[config.mk]
export PLATFORM = sky130hd
export DESIGN_NAME = tcc_fifo
export DESIGN_NICKNAME = d
export VERILOG_FILES = /design/src/design/tcc_pkg.sv /design/src/design/tcc_fifo.sv
export SDC_FILE = /design/constraint.sdc
export NUM_CORES = 1
export LEC_CHECK = 0
export BUFFER_PORTS_ARGS = -buffer_cell sky130_fd_sc_hd__buf_2
export CORE_MARGIN = 8
export CORE_UTILIZATION = 40
export CTS_BUF_LIST = sky130_fd_sc_hd__clkbuf_16
export DETAILED_ROUTE_END_ITERATION = 10
export GPL_TIMING_DRIVEN = 0
export PLACE_DENSITY = 0.76
export SETUP_SLACK_MARGIN = 0.4
export SYNTH_ARGS = -nofsm -noshare
export SYNTH_HDL_FRONTEND = slang
export SYNTH_SLANG_ARGS = --single-unit
[constraint.sdc]
create_clock -name clk -period 3.5 [get_ports clk]
set_input_delay 0.875 -clock clk [delete_from_list [all_inputs] [get_ports clk]]
set_output_delay 0.875 -clock clk [all_outputs]
set_load 0.01 [all_outputs]
[src/design/tcc_pkg.sv]
`timescale 1ns / 1ps
// shared types and constants for the text console engine
// no dependencies; every other design file refers to this package by scope

package tcc_pkg;

    // default screen geometry
    localparam int COLUMNS_DEF = 80;
    localparam int ROWS_DEF    = 25;

    // fixed field widths
    localparam int CMD_W      = 2;
    localparam int CODE_W     = 8;
    localparam int COL_IN_W   = 7;
    localparam int ROW_IN_W   = 5;
    localparam int CELL_W     = 16;
    localparam int PADDR_W    = 3;
    localparam int PDATA_W    = 32;

    // character codes and attributes
    localparam logic [CODE_W-1:0] NEWLINE_CODE = 8'd10;
    localparam logic [CODE_W-1:0] NUL_CODE     = 8'd0;
    localparam logic [CODE_W-1:0] SPACE_CODE   = 8'd32;
    localparam logic [7:0]        RESET_ATTR   = 8'd15;
    localparam logic [CELL_W-1:0] RESET_CELL   = {RESET_ATTR, SPACE_CODE};

    // register map
    localparam logic [0:0] REG_TEXT_ATTR = 1'b0;

    // depth of the queue between front and back
    localparam int QUEUE_DEPTH = 2;

    typedef enum logic [CMD_W-1:0] {
        CMD_PUT   = 2'd0,
        CMD_GOTO  = 2'd1,
        CMD_CLEAR = 2'd2,
        CMD_READ  = 2'd3
    } cmd_t;

    // classified operation handed to the back end
    typedef enum logic [2:0] {
        OP_NOP     = 3'd0,
        OP_PUT     = 3'd1,
        OP_NEWLINE = 3'd2,
        OP_GOTO    = 3'd3,
        OP_CLEAR   = 3'd4,
        OP_READ    = 3'd5
    } op_t;

    localparam int OP_W = $bits(op_t);

    typedef enum logic [2:0] {
        ST_INIT   = 3'd0,
        ST_IDLE   = 3'd1,
        ST_READ   = 3'd2,
        ST_SCROLL = 3'd3,
        ST_BLANK  = 3'd4,
        ST_CLEAR  = 3'd5
    } state_t;

    typedef struct packed {
        logic empty;
        logic full;
    } fifo_status_t;

    typedef struct packed {
        logic init_busy;
    } back_status_t;

endpackage

[src/design/tcc_fifo.sv]
`timescale 1ns / 1ps
// short queue of classified words between front and back end
// depends on tcc_pkg

module tcc_fifo #(
    parameter int WIDTH = 8,
    parameter int DEPTH = tcc_pkg::QUEUE_DEPTH,
    localparam int PTR_W = (DEPTH > 1) ? $clog2(DEPTH) : 1,
    localparam int CNT_W = $clog2(DEPTH + 1)
) (
    input  logic                  clk,
    input  logic                  rst_n,
    input  logic                  push,
    input  logic [WIDTH-1:0]      wdata,
    input  logic                  pop,
    output logic [WIDTH-1:0]      rdata,
    output tcc_pkg::fifo_status_t q_status
);

    logic [WIDTH-1:0] slot_reg [DEPTH];
    logic [PTR_W-1:0] wr_ptr_reg, wr_ptr_next;
    logic [PTR_W-1:0] rd_ptr_reg, rd_ptr_next;
    logic [CNT_W-1:0] count_reg, count_next;
    logic             do_push, do_pop;

    assign q_status.empty = (count_reg == '0);
    assign q_status.full  = (count_reg == CNT_W'(DEPTH));
    assign do_push = push && !q_status.full;
    assign do_pop  = pop && !q_status.empty;
    assign rdata   = slot_reg[rd_ptr_reg];

    always_comb
    begin
        wr_ptr_next = wr_ptr_reg;
        rd_ptr_next = rd_ptr_reg;
        count_next  = count_reg;
        if (do_push)
            wr_ptr_next = (wr_ptr_reg == PTR_W'(DEPTH - 1)) ? '0 : wr_ptr_reg + PTR_W'(1);
        if (do_pop)
            rd_ptr_next = (rd_ptr_reg == PTR_W'(DEPTH - 1)) ? '0 : rd_ptr_reg + PTR_W'(1);
        if (do_push && !do_pop)
            count_next = count_reg + CNT_W'(1);
        else if (do_pop && !do_push)
            count_next = count_reg - CNT_W'(1);
    end

    always_ff @(posedge clk or negedge rst_n)
    begin
        if (!rst_n)
        begin
            wr_ptr_reg <= '0;
            rd_ptr_reg <= '0;
            count_reg  <= '0;
        end
        else
        begin
            wr_ptr_reg <= wr_ptr_next;
            rd_ptr_reg <= rd_ptr_next;
            count_reg  <= count_next;
        end
    end

    always_ff @(posedge clk)
    begin
        if (do_push)
            slot_reg[wr_ptr_reg] <= wdata;
    end

endmodule

After elaboration in Yosys (flattened, before gate mapping):

Memory sizes are Yosys's and may differ from the RTL's.
Index checks and enable logic that the tools add are counted.

* flip-flop bits (word level): 4
* latch bits: 0
* memory bits (writable): 16
* ROM bits: 0
* input bits: 12
* output and inout bits: 10
* word-level logic and storage cells: 25
* memories: 1

Memory list
* slot_reg: depth 2, bits a word 8, read ports 1, clocked after memory_dff 0, wr ports 1, RTL line tcc_fifo.sv:20 `logic [WIDTH-1:0] slot_reg [DEPTH];`

* $add $sub $neg: 4
* multiply operators: 0
* divide/modulo/power cells: 0
* $lt $le $gt $ge: 0
* equality and inequality tests: 1
* shifts and indexed selects: 0
* muxes and demuxes: 6
* bitwise gates (word level): 0
* reductions and logical operators: 10

Operator list (number)
* 1-bit logical AND: 4
* 1-bit logical NOT: 4
* 1-bit 2-to-1 mux: 4
* 2-bit 2-to-1 mux: 2
* 1-bit adder, second input constant: 2
* 2-bit by 1-bit adder with 2-bit output, second input constant: 1
* 2-bit == test, second input constant: 1
* 2-bit logical NOT: 1
* 2-bit nonzero test: 1
* 2-bit by 1-bit subtractor with 2-bit output, second input constant: 1

Logic depth before layout (Yosys ltp):

* depth in word-level cells: 7
* mapped depth: 7
* depth with buffers taken out: 7

Worst setup path after synthesis:

No wires, ideal clock.

* kind: register to output
* start point: register rd_ptr_reg
* end point: output rdata[0]
* arrival: 865 ps
* data required time: 2625 ps
* path slack: 1760 ps
* stages on the path, launching flop included: 3
* path buffers: 1
* cells stage by stage: dfrtp_1 buf_2 mux2_1

* word-level cells in the longest chain between the ends: 1

Ends and longest elaborated chain
* start: declaration: RTL line tcc_fifo.sv:22 `logic [PTR_W-1:0] rd_ptr_reg, rd_ptr_next;`
* start signal: assignment: RTL line tcc_fifo.sv:58 `rd_ptr_reg <= rd_ptr_next;`
* memory 2 x 8 bit
* end: declaration: RTL line tcc_fifo.sv:16 `output logic [WIDTH-1:0] rdata,`

No other way between the ends.

Final worst setup path:

* start point: register rd_ptr_reg
* end point: output rdata[6]

Same word-level chain as after synthesis.

==> flow_metrics.env <==
export IMPL_outcome="finished, final reports clean"
export IMPL_wirelength_microns=1310
export IMPL_max_slew_margin_rel=0.547
export IMPL_drc=0
export IMPL_hold_violations=0
export IMPL_crit_fanout=9
export IMPL_antenna_left=0
export IMPL_avgRoutedWirePerCell_microns=13.6
export IMPL_slowest_delay_ps=360
export IMPL_max_freq_mhz=461
export IMPL_cap_viol_max_count=0
export IMPL_die_h_microns=60
export IMPL_hp_class="primary input to async pin"
export IMPL_whs_ps=421
export IMPL_ys_seq_elements=20
export IMPL_grt_max_degree=13
export IMPL_grt_busiest_layer="met2"
export IMPL_period_needed_ps=2170
export IMPL_synth_edff_count=16
export IMPL_grt_total_usage=0.0854
export IMPL_io_buffers=21
export IMPL_cp_num_buf_inv=2
export IMPL_die_w_microns=60
export IMPL_grt_pass1_vias=503
export IMPL_cts_sinks=20
export IMPL_synth_nets=57
export IMPL_final_setup_tns_ps=0
export IMPL_crit_type="flop to output port"
export IMPL_cp_arrival_ps=1300
export IMPL_cp_required_ps=2620
export IMPL_ctsResizeCount=0
export IMPL_use_met1=0.0895
export IMPL_largest_register_ffs=16
export IMPL_synth_area_leader_cell="edfxtp_1"
export IMPL_synth_top_cell_area_share=0.620
export IMPL_p_leak_nw=0.423
export IMPL_area_growth_pct=31.5
export IMPL_n_antenna_cell=0
export IMPL_grtUsageMet2=0.135
export IMPL_drive_above_1_share=0.406
export IMPL_path_clk_slew_ps=50
export IMPL_fin_total_pwr_mw=0.932
export IMPL_cts_tree="built"
export IMPL_die_area_sq_mm=0.00360
export IMPL_insertion_delay_ps=250
export IMPL_yosys_warnings=0
export IMPL_clockBufferDepth=2
export IMPL_setup_worst_path_end_class="output port"
export IMPL_cts_hold_buf=0
export IMPL_irDropWorstVdd_mv=0.456
export IMPL_synth_area_sq_um=774
export IMPL_post_cts_buffers=0
export IMPL_drv_slew=0
export IMPL_synth_most_common_cell="edfxtp_1"
export IMPL_io_pins=22
export IMPL_start_kind="flop"
export IMPL_n_fill_cell=169
export IMPL_rows=16
export IMPL_core_region_area_sq_mm=0.00190
export IMPL_fin_skew_ps=1.64
export IMPL_synth_area_leaders="edfxtp_1, dfrtp_1, mux2_1, xnor2_1, xor2_1"
export IMPL_synth_common_cells="edfxtp_1, mux2_1, dfrtp_1"
export IMPL_grtUsageMet3=0.0344
export IMPL_syn_inst=44
export IMPL_grt_overflow_total=0
export IMPL_nets=83
export IMPL_synth_async_reset_ratio=0.200
export IMPL_crit_slowest_cell="mux2_1"
export IMPL_finalCritPeriodShare=0.620
export IMPL_initial_core_util=0.407
export IMPL_grt_pass1_wl_microns=2150
export IMPL_place_hpwl_microns=968
export IMPL_setup_viol=0
export IMPL_worst_pin_slew_ps=677
export IMPL_first_pass_iters=2
export IMPL_avgSynthCellArea_sq_um=17.6
export IMPL_rsz0062_at_grt="no"
export IMPL_ys_seq_area_frac=0.750
export IMPL_yosys_cell_types_count=14
export IMPL_num_vias=420
export IMPL_h_tree_depth=1
export IMPL_crit_top_cell="buf_2"
export IMPL_critPathTopFamily="buffers and inverters"
export IMPL_gp_congestion=0.602
export IMPL_crit_chain="buf_2 > mux2_1 > buf_2"
export IMPL_vias_per_cell=4.38
export IMPL_synth_top_flop_cell="edfxtp_1"
export IMPL_drt_iter0_markers=11
export IMPL_cts_root_buf="clkbuf_16"
export IMPL_antenna_found_initial=0
export IMPL_powerDensity_mw_per_mm2=916
export IMPL_cts_buffers_inserted=3
-- metal layers --
layer	part of all wire	wire [microns]
met5	0	0
met4	0.020	26
met3	0.084	110
met2	0.47	620
met1	0.42	551
-- path summary, 6_finish.rpt --
check | startpoint | to | slack, ps | depth (start not counted)
min reg2reg | wr_ptr_reg | wr_ptr_reg | 490 | 1
max reg2reg | count_reg[0] | slot_reg[0][2] | 1910 | 3
min | rst_n | count_reg[1] | 420 | 1
max | rd_ptr_reg | rdata[6] | 1330 | 3
max in group asynchronous | rst_n | count_reg[0] | 2960 | 1
min in group clk | wr_ptr_reg | wr_ptr_reg | 490 | 1
-- per-stage QoR --
stage	worst slack, ps	cell area [sq um]	instances	utilization
floorplan	1760	774	44	-
global placement	1540	913	92	0.480
detailed placement	1520	913	92	0.480
CTS	1310	1020	96	0.536
global route	1250	1020	96	0.536
finish	1330	1020	96	0.536
-- cell families (layout without fill, tap and decap cells) --
kind of cell | Yosys count | count (layout) | synth area share
AO/OA/AOI/OAI | 1 | 1 | 0.00646
XOR/XNOR | 5 | 5 | 0.0566
adder cells (fa/ha/maj) | 1 | 1 | 0.0162
buffers and inverters | 3 | 28 | 0.0162
flip-flops | 20 | 20 | 0.750
multiplexers | 8 | 8 | 0.116
AND/OR/NAND/NOR | 6 | 6 | 0.0388
-- layout make-up --
class / instances / area [sq um] / area share
clock buffers: 3 / 75.1 / 0.0737
flip-flops and latches: 20 / 581 / 0.570
multi-input cells: 21 / 181 / 0.178
clock inverters: 1 / 30.0 / 0.0295
repair buffers: 21 / 105 / 0.103
inverters: 2 / 7.51 / 0.00737
well taps: 27 / 33.8 / 0.0332
plain buffers: 1 / 5.00 / 0.00491
-- cell usage in the layout, fill, tap and decap left out, drive strengths merged --
| cell type | netlist | final |
|---|---|---|
| ha | 1 | 1 |
| edfxtp | 16 | 16 |
| buf | 1 | 22 |
| xnor2 | 3 | 3 |
| nand2 | 1 | 1 |
| o21ai | 1 | 1 |
| nor2 | 3 | 3 |
| nand2b | 1 | 1 |
| inv | 2 | 2 |
| clkbuf | 0 | 3 |
| mux2 | 8 | 8 |
| bufinv | 0 | 1 |
| dfrtp | 4 | 4 |
| xor2 | 2 | 2 |
| and3 | 1 | 1 |
-- power breakdown --
part / switching [mW] / internal, mW / leakage, nW
combinational: 0.142 / 0.119 / 0.177
sequential: 0.0308 / 0.334 / 0.195
clock: 0.0795 / 0.227 / 0.0511
Note: power is estimated with default switching activity, not from simulation.
