**config.mk**
```make
export PLATFORM = sky130hd
export DESIGN_NAME = tcc_front
export DESIGN_NICKNAME = d
export VERILOG_FILES = /design/src/design/tcc_pkg.sv /design/src/design/tcc_front.sv
export SDC_FILE = /design/constraint.sdc
export NUM_CORES = 1
export LEC_CHECK = 0
export ABC_AREA = 1
export ABC_CLOCK_PERIOD_IN_PS = 900
export BUFFER_PORTS_ARGS = -buffer_cell sky130_fd_sc_hd__buf_2
export CORE_AREA = 5 5 42 44
export DETAILED_ROUTE_END_ITERATION = 12
export DIE_AREA = 0 0 47 49
export PLACE_DENSITY = 0.7
export SLEW_MARGIN = 0
export SYNTH_ARGS = -nofsm -noshare
export SYNTH_HDL_FRONTEND = slang
export SYNTH_SLANG_ARGS = --single-unit
export TNS_END_PERCENT = 100
```
**constraint.sdc**
```tcl
create_clock -name vclk -period 0.9
set_input_delay 0 -clock vclk [all_inputs]
set_output_delay 0 -clock vclk [all_outputs]
set_load 0.02 [all_outputs]
```
**src/design/tcc_pkg.sv**
```systemverilog
`timescale 1ns / 1ps
// shared types and constants for the text console engine
// no dependencies; every other design file refers to this package by scope

package tcc_pkg;

    // default screen geometry
    localparam int COLUMNS_DEF = 80;
    localparam int ROWS_DEF    = 25;

    // fixed field widths
    localparam int CMD_W      = 2;
    localparam int CODE_W     = 8;
    localparam int COL_IN_W   = 7;
    localparam int ROW_IN_W   = 5;
    localparam int CELL_W     = 16;
    localparam int PADDR_W    = 3;
    localparam int PDATA_W    = 32;

    // character codes and attributes
    localparam logic [CODE_W-1:0] NEWLINE_CODE = 8'd10;
    localparam logic [CODE_W-1:0] NUL_CODE     = 8'd0;
    localparam logic [CODE_W-1:0] SPACE_CODE   = 8'd32;
    localparam logic [7:0]        RESET_ATTR   = 8'd15;
    localparam logic [CELL_W-1:0] RESET_CELL   = {RESET_ATTR, SPACE_CODE};

    // register map
    localparam logic [0:0] REG_TEXT_ATTR = 1'b0;

    // depth of the queue between front and back
    localparam int QUEUE_DEPTH = 2;

    typedef enum logic [CMD_W-1:0] {
        CMD_PUT   = 2'd0,
        CMD_GOTO  = 2'd1,
        CMD_CLEAR = 2'd2,
        CMD_READ  = 2'd3
    } cmd_t;

    // classified operation handed to the back end
    typedef enum logic [2:0] {
        OP_NOP     = 3'd0,
        OP_PUT     = 3'd1,
        OP_NEWLINE = 3'd2,
        OP_GOTO    = 3'd3,
        OP_CLEAR   = 3'd4,
        OP_READ    = 3'd5
    } op_t;

    localparam int OP_W = $bits(op_t);

    typedef enum logic [2:0] {
        ST_INIT   = 3'd0,
        ST_IDLE   = 3'd1,
        ST_READ   = 3'd2,
        ST_SCROLL = 3'd3,
        ST_BLANK  = 3'd4,
        ST_CLEAR  = 3'd5
    } state_t;

    typedef struct packed {
        logic empty;
        logic full;
    } fifo_status_t;

    typedef struct packed {
        logic init_busy;
    } back_status_t;

endpackage

```
**src/design/tcc_front.sv**
```systemverilog
`timescale 1ns / 1ps
// front end: takes input words, classifies the command and clamps coordinates
// depends on tcc_pkg

module tcc_front #(
    parameter int COLUMNS = tcc_pkg::COLUMNS_DEF,
    parameter int ROWS    = tcc_pkg::ROWS_DEF,
    localparam int COL_W  = $clog2(COLUMNS),
    localparam int ROW_W  = $clog2(ROWS)
) (
    input  logic                          item_valid,
    output logic                          item_ready,
    input  logic [tcc_pkg::CMD_W-1:0]     cmd,
    input  logic [tcc_pkg::CODE_W-1:0]    char_code,
    input  logic [tcc_pkg::COL_IN_W-1:0]  col,
    input  logic [tcc_pkg::ROW_IN_W-1:0]  row,
    input  tcc_pkg::fifo_status_t         q_status,
    input  tcc_pkg::back_status_t         b_status,
    output logic                          push,
    output tcc_pkg::op_t                  f_op,
    output logic [tcc_pkg::CODE_W-1:0]    f_code,
    output logic [COL_W-1:0]              f_col,
    output logic [ROW_W-1:0]              f_row
);

    assign item_ready = !q_status.full && !b_status.init_busy;
    assign push       = item_valid && item_ready;
    assign f_code     = char_code;

    // saturate coordinates to the screen
    assign f_col = (int'(col) > COLUMNS - 1) ? COL_W'(COLUMNS - 1) : COL_W'(col);
    assign f_row = (int'(row) > ROWS - 1) ? ROW_W'(ROWS - 1) : ROW_W'(row);

    always_comb
    begin
        f_op = tcc_pkg::OP_NOP;
        unique case (tcc_pkg::cmd_t'(cmd))
            tcc_pkg::CMD_PUT:
            begin
                if (char_code == tcc_pkg::NEWLINE_CODE)
                    f_op = tcc_pkg::OP_NEWLINE;
                else if (char_code == tcc_pkg::NUL_CODE)
                    f_op = tcc_pkg::OP_NOP;
                else
                    f_op = tcc_pkg::OP_PUT;
            end
            tcc_pkg::CMD_GOTO:  f_op = tcc_pkg::OP_GOTO;
            tcc_pkg::CMD_CLEAR: f_op = tcc_pkg::OP_CLEAR;
            tcc_pkg::CMD_READ:  f_op = tcc_pkg::OP_READ;
            default:            f_op = tcc_pkg::OP_NOP;
        endcase
    end

endmodule

```
Yosys cells after proc, flatten, opt, wreduce, memory -nomap -nowiden
Cells that the tools add are included.

Magnitude comparators: 2. $mul: 0. Reduce and logical (&&, ||, !) cells: 6. Div/mod/pow operators: 0. Muxes and demuxes: 5. Shift operators: 0. Bitwise logic cells: 0. Add/sub/neg operators: 0. Equality and inequality tests: 4.

Operators by type and width (count): 3-bit case mux with 4 select lines (1); 8-bit by 4-bit == test with 1-bit output, second input constant (1); 8-bit zero test (1); 7-bit > comparator, second input constant (1); 7-bit two-way mux (1); 5-bit > comparator, second input constant (1); 5-bit two-way mux (1); 2-bit == test, second input constant (2); 2-bit by 1-bit == test with 1-bit output, second input constant (1); 1-bit logical AND (2); 1-bit zero test (2); 2-bit zero test (1); 2-bit two-way mux (1); 1-bit two-way mux (1).

Output and inout port bits: 25. Memories: 0. Bits in writable memories: 0. Bits in latches: 0. Memory bits (read-only): 0. Input port bits: 26. Register bits after elaboration: 0.

Longest topological paths before layout
Gate-level depths: netlist of the first run.

Depth in word-level cells: 4. Gate-level depth with buffers: 6. Depth with buffers taken out: 6.

Least setup slack after synthesis of the first run
OpenSTA, ideal clock, no wires.

Path kind: input to output. Start: in b_status. End: out push. Arrival time: 0.527 ns. Stages on the path: 1. Path slack: 0.373 ns. Cells stage by stage: nor3b_1.

Longest elaborated chain between the ends: 3.

Ends and longest elaborated chain: start, declared (RTL line tcc_front.sv:18) `input tcc_pkg::back_status_t b_status,`; 1-bit zero test (RTL line tcc_front.sv:26) `assign item_ready = !q_status.full && !b_status.init_busy;`; 1-bit logical AND (RTL line tcc_front.sv:26); 1-bit logical AND (RTL line tcc_front.sv:27) `assign push = item_valid && item_ready;`; end, declared (RTL line tcc_front.sv:19) `output logic push,`.

Every way passes these cells.

Final worst setup path of the first run
Start: in char_code[2] (netlist name). End: out f_op[1].

Longest elaborated chain between the ends: 3.

Ends and longest elaborated chain: start, declared (RTL line tcc_front.sv:14) `input logic [tcc_pkg::CODE_W-1:0] char_code,`; 8-bit by 4-bit == test with 1-bit output (RTL line tcc_front.sv:40) `if (char_code == tcc_pkg::NEWLINE_CODE)`; 2-bit two-way mux (RTL line tcc_front.sv:40); 3-bit case mux with 4 select lines (RTL line tcc_front.sv:37) `unique case (tcc_pkg::cmd_t'(cmd))`; end, declared (RTL line tcc_front.sv:20) `output tcc_pkg::op_t f_op,`.

Every way passes these cells.

==> results of run 1 <==
-- how the worst min path moves through the flow --
stage,end,slack [ps]
after global placement,f_code[7],230
final,f_code[6],230
after CTS,f_code[7],240
after floorplan,f_op[1],40
after detailed placement,f_row[3],230
after global routing,f_code[6],240
-- layout by cell type, fill, tap and decap left out --
cell	n
a21oi_2	1
a31oi_1	1
buf_2	50
inv_1	19
nand2_1	13
nand2_2	1
nand3_2	1
nor2_1	7
nor2_2	1
nor3b_1	1
o21ai_2	1
-- metal layers --
metal,routed length (um),vias up,GRT usage [%]
li1,-,226,-
met1,308,172,8.91
met3,158,0,0.369
met5,0,-,0
met4,0,0,0
met2,442,30,13.8
-- final cells by class --
| type | instances | area share (%) |
|---|---|---|
| repair buffers | 50 | 53.2 |
| multi-input cells | 27 | 27.4 |
| well taps | 16 | 4.26 |
| inverters | 19 | 15.2 |
-- report_power, final --
part	leakage (nW)	internal (mW)	switching, mW
Combinational	0.359	0.103	0.160
Sequential	0	0	0
Clock	0	0	0
-- metrics by stage --
step	hold slack, ps	util (%)	power, mW
finish	233	33.6	0.263
floorplan	41.6	-	0.170
global route	242	33.6	0.288
global placement	233	33.6	0.261
detailed placement	234	33.6	0.266
CTS	236	33.6	0.266
-- cell families after synthesis --
| group | share of synthesized area, % |
|---|---|
| AOI/OAI and AO/OA | 8.64 |
| buffers and inverters | 53.2 |
| and+or+nand+nor | 38.2 |
==> results.md, run 1 <==
* Outcome: completed
* Die W at 47 um
* Register area at 0 um2
* Post-route DRC at 0
* Multi-input logic area at 129 um2
* Placement Cell Area at 470 um2
* Synth top area cells: inv_1, buf_4, nand2_1
* Fin crit share at 77.6%
* Die footprint at 2300 um2
* Synth warn at 0
* Crit. Startpoint: char_code[2]
* Initial Util at 19.6%
* Hold_buf cts at 0
* Port buffer count at 50
* Critical path's slowest cell: buf_2
* Crit-path max cell delay at 170 ps
* Final net count at 124
* Initial antenna violation count at 0
* Critical Path Most Common Cell: buf_2
* Area leader, netlist: inv_1
* Most frequent cells after synthesis: inv_1, nand2_1, buf_4
* First-pass GRT wire length at 1370 um
* Crit path buffers/inverters at 3
* Diodes inserted at 0
* Count leader, synth: inv_1
* Sequential cells at 0
* Tightest Pin Transition at 265 ps
* Core area at 1400 um2
* Worst setup margin at 201 ps
* End of the critical path: f_op[1]
* Post-CTS Setup Inserts at 0
* Total grt overflow at 0
* Rel. slew slack at 82.3%
* Synth Cell Area at 275 um2
* CP max FO at 2
* Post-Layout Cell Count at 112
* Ordered list of cells on the worst path: buf_2, inv_1, nand2_1, nor2_1, nand2_2, a21oi_2, buf_2
* Worst EP required at 900 ps
* DRT iter0 DRCs at 0
* Cells after DPL at 112
* Site Rows at 14
* Slew Limit Fails at 0
* CP Capture Type: output port
* Wire per inst at 8.12 um
* Area Overhead vs Synth at 70.9%
* Synth top area share at 25.9%
* RSZ-0062 raised after global routing: no
* Share of cells above drive strength 1 at 57.3%
* Avg Vias per Cell at 3.82
* Levels on crit path at 7
* PwrDens at 560 nW/um2
* First-pass iteration count of the detailed router at 1
* Distinct cells, synth at 12
* Number of hold violations in the final report at 0
* LEAKAGE at 0.359 nW
* Seq/Total Area, Yosys at 0%
* Setup TNS at 0 ps
* Period minus WS final at 699 ps
* Dpl hpwl at 871 um
* Hold Path Origin: char_code[6]
* FILL cells at 158
* # IOs at 51
* Hold Crit Depth at 2
* Max_cap viols at 0
* Synthesized netlist cell count at 58
* DR vias at 428
* Final-report setup violation count at 0
* Critical Setup Path Class: primary input to output port
* Antenna viol nets, final at 0
* Mapped Nets at 84
* GPL Wtd Cong at 0.679
* F_max at 1.43 GHz
* Total track usage at 7.23%
* Die height at 49 um
* Worst hold path class: primary input to output port
* Post_cts resized at 0
* Post-Place Worst Slack at 194 ps
* WL final at 909 um
* Clock buffers at 0
* Vias in the first global route at 374
* Setup crit start kind: primary input
* Synth Area per Inst at 4.75 um2
* Maximum vdd drop at 0.000134 V
* Arrival @ worst endpoint at 700 ps
* Top delay family on crit path: buffers and inverters
* Pin count of the biggest net entering global routing at 6
* Design Area, Final at 470 um2
Note: power is estimated with default switching activity, not from simulation.
==> run 2: changes to the inputs <==
- ABC_CLOCK_PERIOD_IN_PS: 900 -> 800
- clock period: 0.9 -> 0.8 ns (I/O delays scaled with it)
==> results.md, run 2 (synthesis gave the netlist of run 1 again) <==
* Max_cap viols at 0
* Final net count at 124
* Worst hold path class: primary input to output port
* Slew Limit Fails at 0
* Die height at 49 um
* Ordered list of cells on the worst path: buf_2, inv_1, nand2_1, nor2_1, nand2_2, a21oi_2, buf_2
* Critical Path Most Common Cell: buf_2
* PwrDens at 629 nW/um2
* Outcome: completed
* DRT iter0 DRCs at 0
* Uppermost routed layer: met3
* Sequential cells at 0
* Initial Util at 19.6%
* Critical Setup Path Class: primary input to output port
* LEAKAGE at 0.359 nW
* DR vias at 423
* Clock buffers at 0
* Critical path's slowest cell: buf_2
* Die W at 47 um
* Met1 WL at 303 um
* F_max at 1.43 GHz
* Crit-path max cell delay at 170 ps
* Die footprint at 2300 um2
* RSZ-0062 raised after global routing: no
* Total track usage at 6.81%
* Routed length on met3 at 170 um
* Hold Crit Depth at 2
* Area Overhead vs Synth at 70.9%
* Maximum vdd drop at 0.000153 V
* First-pass GRT wire length at 1300 um
* Tightest Pin Transition at 257 ps
* Worst EP required at 800 ps
* Port buffer count at 50
* Total grt overflow at 0
* Fin crit share at 87.7%
* Rel. slew slack at 82.8%
* Vias in the first global route at 364
* Diodes inserted at 0
* Commonest cells after routing, fill and taps aside: buf_2, inv_1, nand2_1
* Dpl hpwl at 877 um
* Wire per inst at 8.09 um
* Final-report setup violation count at 0
* WL final at 906 um
* Register area at 0 um2
* Post-CTS Setup Inserts at 0
* CP Capture Type: output port
* Avg Vias per Cell at 3.78
* Setup crit start kind: primary input
* Met2 wire len at 432 um
* Initial antenna violation count at 0
* Hold_buf cts at 0
* # IOs at 51
* Arrival @ worst endpoint at 700 ps
* CP max FO at 2
* Period minus WS final at 701 ps
* GPL Wtd Cong at 0.680
* Site Rows at 14
* Number of hold violations in the final report at 0
* Share of cells above drive strength 1 at 57.3%
* Setup TNS at 0 ps
* Core area at 1400 um2
* Post_cts resized at 0
* Most common cell after layout, fill and taps aside: buf_2
* Antenna viol nets, final at 0
* Post-route DRC at 0
* Pin count of the biggest net entering global routing at 6
* First-pass iteration count of the detailed router at 1
* Final Core Density at 33.6%
==> run 2: cell counts in the layout (fill, tap and decap cells not counted) <==
No cell type changed its count.
==> run 2: critical path: cells and delay by family <==
| family | cells | cell delay (ps) |
|---|---|---|
| buf+inv | 3 | 310 |
| simple gates | 3 | 290 |
| compound gates | 1 | 100 |
==> run 2: worst paths after layout <==
kind                          from        end  slack [ps]
worst min-delay path  char_code[6]  f_code[6]         230
worst max-delay path  char_code[2]    f_op[1]         100
==> run 2: layout make-up <==
cell class         instances  area (um2)
fillers                  164         931
inverters                 19        71.3
multi-input cells         27         129
well taps                 16        20.0
repair buffers            50         250
==> run 2: per-layer routing <==
metal	up-vias	track usage (%)
met5	-	0
met4	0	0
met3	0	0.369
li1	226	-
met2	30	13.1
met1	167	8.26
==> run 2: stage by stage <==
stage	instance area, um2	worst slack (ps)	power [mW]	instances	hold slack (ps)
6_report	470	98.5	0.296	112	235
5_1_grt	470	14.7	0.324	112	246
4_1_cts	470	85.8	0.300	112	236
3_5_place_dp	470	87.5	0.299	112	235
3_3_place_gp	470	114	0.294	112	233
2_1_floorplan	275	273	0.191	58	41.6
==> run 2: power by group <==
part | leakage (nW) | internal [mW] | switching (mW)
combinational | 0.359 | 0.116 | 0.180
clock | 0 | 0 | 0
sequential | 0 | 0 | 0
total | 0.359 | 0.116 | 0.180
==> run 3: changes to the inputs <==
- ABC_AREA: 1 -> default
- PLACE_DENSITY: 0.7 -> 0.65
==> results.md, run 3 <==
* Synth warn at 0
* Slew Limit Fails at 0
* Seq/Total Area, Yosys at 0%
* Worst setup margin at -54.4 ps
* Area leader, netlist: buf_4
* First-pass iteration count of the detailed router at 1
* Port buffer count at 50
* Hold_buf cts at 0
* Setup crit start kind: primary input
* End of the critical path: f_op[0]
* F_max at 1.17 GHz
* Vias in the first global route at 323
* Area Overhead vs Synth at 104%
* CP max FO at 2
* Initial antenna violation count at 0
* Site Rows at 14
* LEAKAGE at 0.250 nW
* Diodes inserted at 0
* Total grt overflow at 0
* Commonest cells after routing, fill and taps aside: buf_2, and2_1, nand2b_1
* Final-report setup violation count at 2
* RSZ-0062 raised after global routing: yes
* Register area at 0 um2
* Mapped Nets at 58
* Synth Cell Area at 209 um2
* Wire per inst at 9.83 um
* Synth top area cells: buf_4, and2_1, nand2b_1
* Crit. Startpoint: char_code[2]
* First-pass GRT wire length at 1100 um
* Die W at 47 um
* DR vias at 362
* GPL Wtd Cong at 0.622
* Maximum vdd drop at 0.000165 V
* Core area at 1400 um2
* Sequential cells at 0
* Clock buffers at 0
* Antenna viol nets, final at 0
* Count leader, synth: buf_4
* Synth top area share at 28.7%
* Share of cells above drive strength 1 at 72.9%
* Max_cap viols at 0
* Rel. slew slack at 72.5%
* # IOs at 51
* Post-route DRC at 0
* Die height at 49 um
* Failing checks: negative setup slack
* Initial Util at 14.9%
* Avg Vias per Cell at 4.21
* Hold Slack at 230 ps
* Worst EP required at 800 ps
* FILL cells at 158
* Post-Place Worst Slack at -94.4 ps
* Worst hold path class: primary input to output port
* Outcome: complete, but fails checks
* Total power at 0.289 mW
* Most common cell after layout, fill and taps aside: buf_2
* Pin count of the biggest net entering global routing at 5
* Synth Area per Inst at 6.53 um2
* Critical Setup Path Class: primary input to output port
* Setup TNS at -64.7 ps
* Fin crit share at 107%
* Number of hold violations in the final report at 0
* Distinct cells, synth at 13
* Post-CTS Setup Inserts at 0
* Tightest Pin Transition at 408 ps
* DRT iter0 DRCs at 0
* CP Capture Type: output port
* Most frequent cells after synthesis: buf_4, and2_1, clkbuf_1, nand2b_1, nor2_1
* Synthesized netlist cell count at 32
* Dpl hpwl at 793 um
* Arrival @ worst endpoint at 850 ps
* Total track usage at 5.75%
* Die footprint at 2300 um2
* PwrDens at 679 nW/um2
* Period minus WS final at 854 ps
* WL final at 845 um
* Final net count at 98
==> run 3: cell types whose count changed in the layout (fill, tap and decap cells not counted), sizes merged, moves of 2 or more <==
cell    previous run  this run
nand2             14         1
nand2b             0         4
inv               19         0
nor2               8         3
nor2b              0         2
and2               0         4
==> run 3: area by class of cell <==
class | instances | area (um2) | area share [%]
Timing Repair Buffer | 50 | 272 | 63.8
Multi-Input combinational cell | 20 | 134 | 31.5
Tap cell | 16 | 20.0 | 4.71
==> run 3: timing repair <==
action / 4_1_cts / 5_1_grt
pin swaps: 3 / 3
resized for setup: 5 / 0
endpoints found under the setup margin: 2 / 2
==> run 3: logic make-up after synthesis <==
family | after synthesis | share of synthesized area (%)
buf+inv | 12 | 35.9
xor+xnor | 1 | 4.19
simple gates | 16 | 50.3
compound gates | 3 | 9.58
==> run 3: worst min path at each step <==
stage	end	cells after the start	slack (ps)	from
global route	f_code[2]	2	240	char_code[2]
CTS	f_code[2]	2	230	char_code[2]
floorplan	f_col[4]	1	80	col[6]
global placement	f_code[7]	2	230	char_code[7]
finish	f_code[2]	2	230	char_code[2]
detailed placement	f_code[6]	2	240	char_code[6]
==> run 3: routing by layer <==
metal  share of wire, %  up-vias  wire [um]  global-route usage [%]
li1                   -      169          -                       -
met4                  0        0          0                       0
met5                  0        -          0                       0
met2                 44       43        372                    12.4
met3                 29        0        244                       0
met1                 27      150        227                    5.87
==> run 3: metrics by stage <==
stage               cells  util [%]  cell area (um2)
finish                 86      30.4              425
global route           86      30.4              425
CTS                    86      30.4              425
detailed placement     86      28.8              404
global placement       86      28.8              404
floorplan              32         -              209
==> run 3: power breakdown <==
part / switching, mW / internal (mW) / leakage (nW)
clock network: 0 / 0 / 0
registers: 0 / 0 / 0
logic: 0.163 / 0.125 / 0.250
total: 0.163 / 0.125 / 0.250
==> run 3: worst max-delay path, stage by stage <==
cell	delay, ps
buf_6	100
nor4_4	290
a31oi_1	100
or2_1	230
buf_6	130
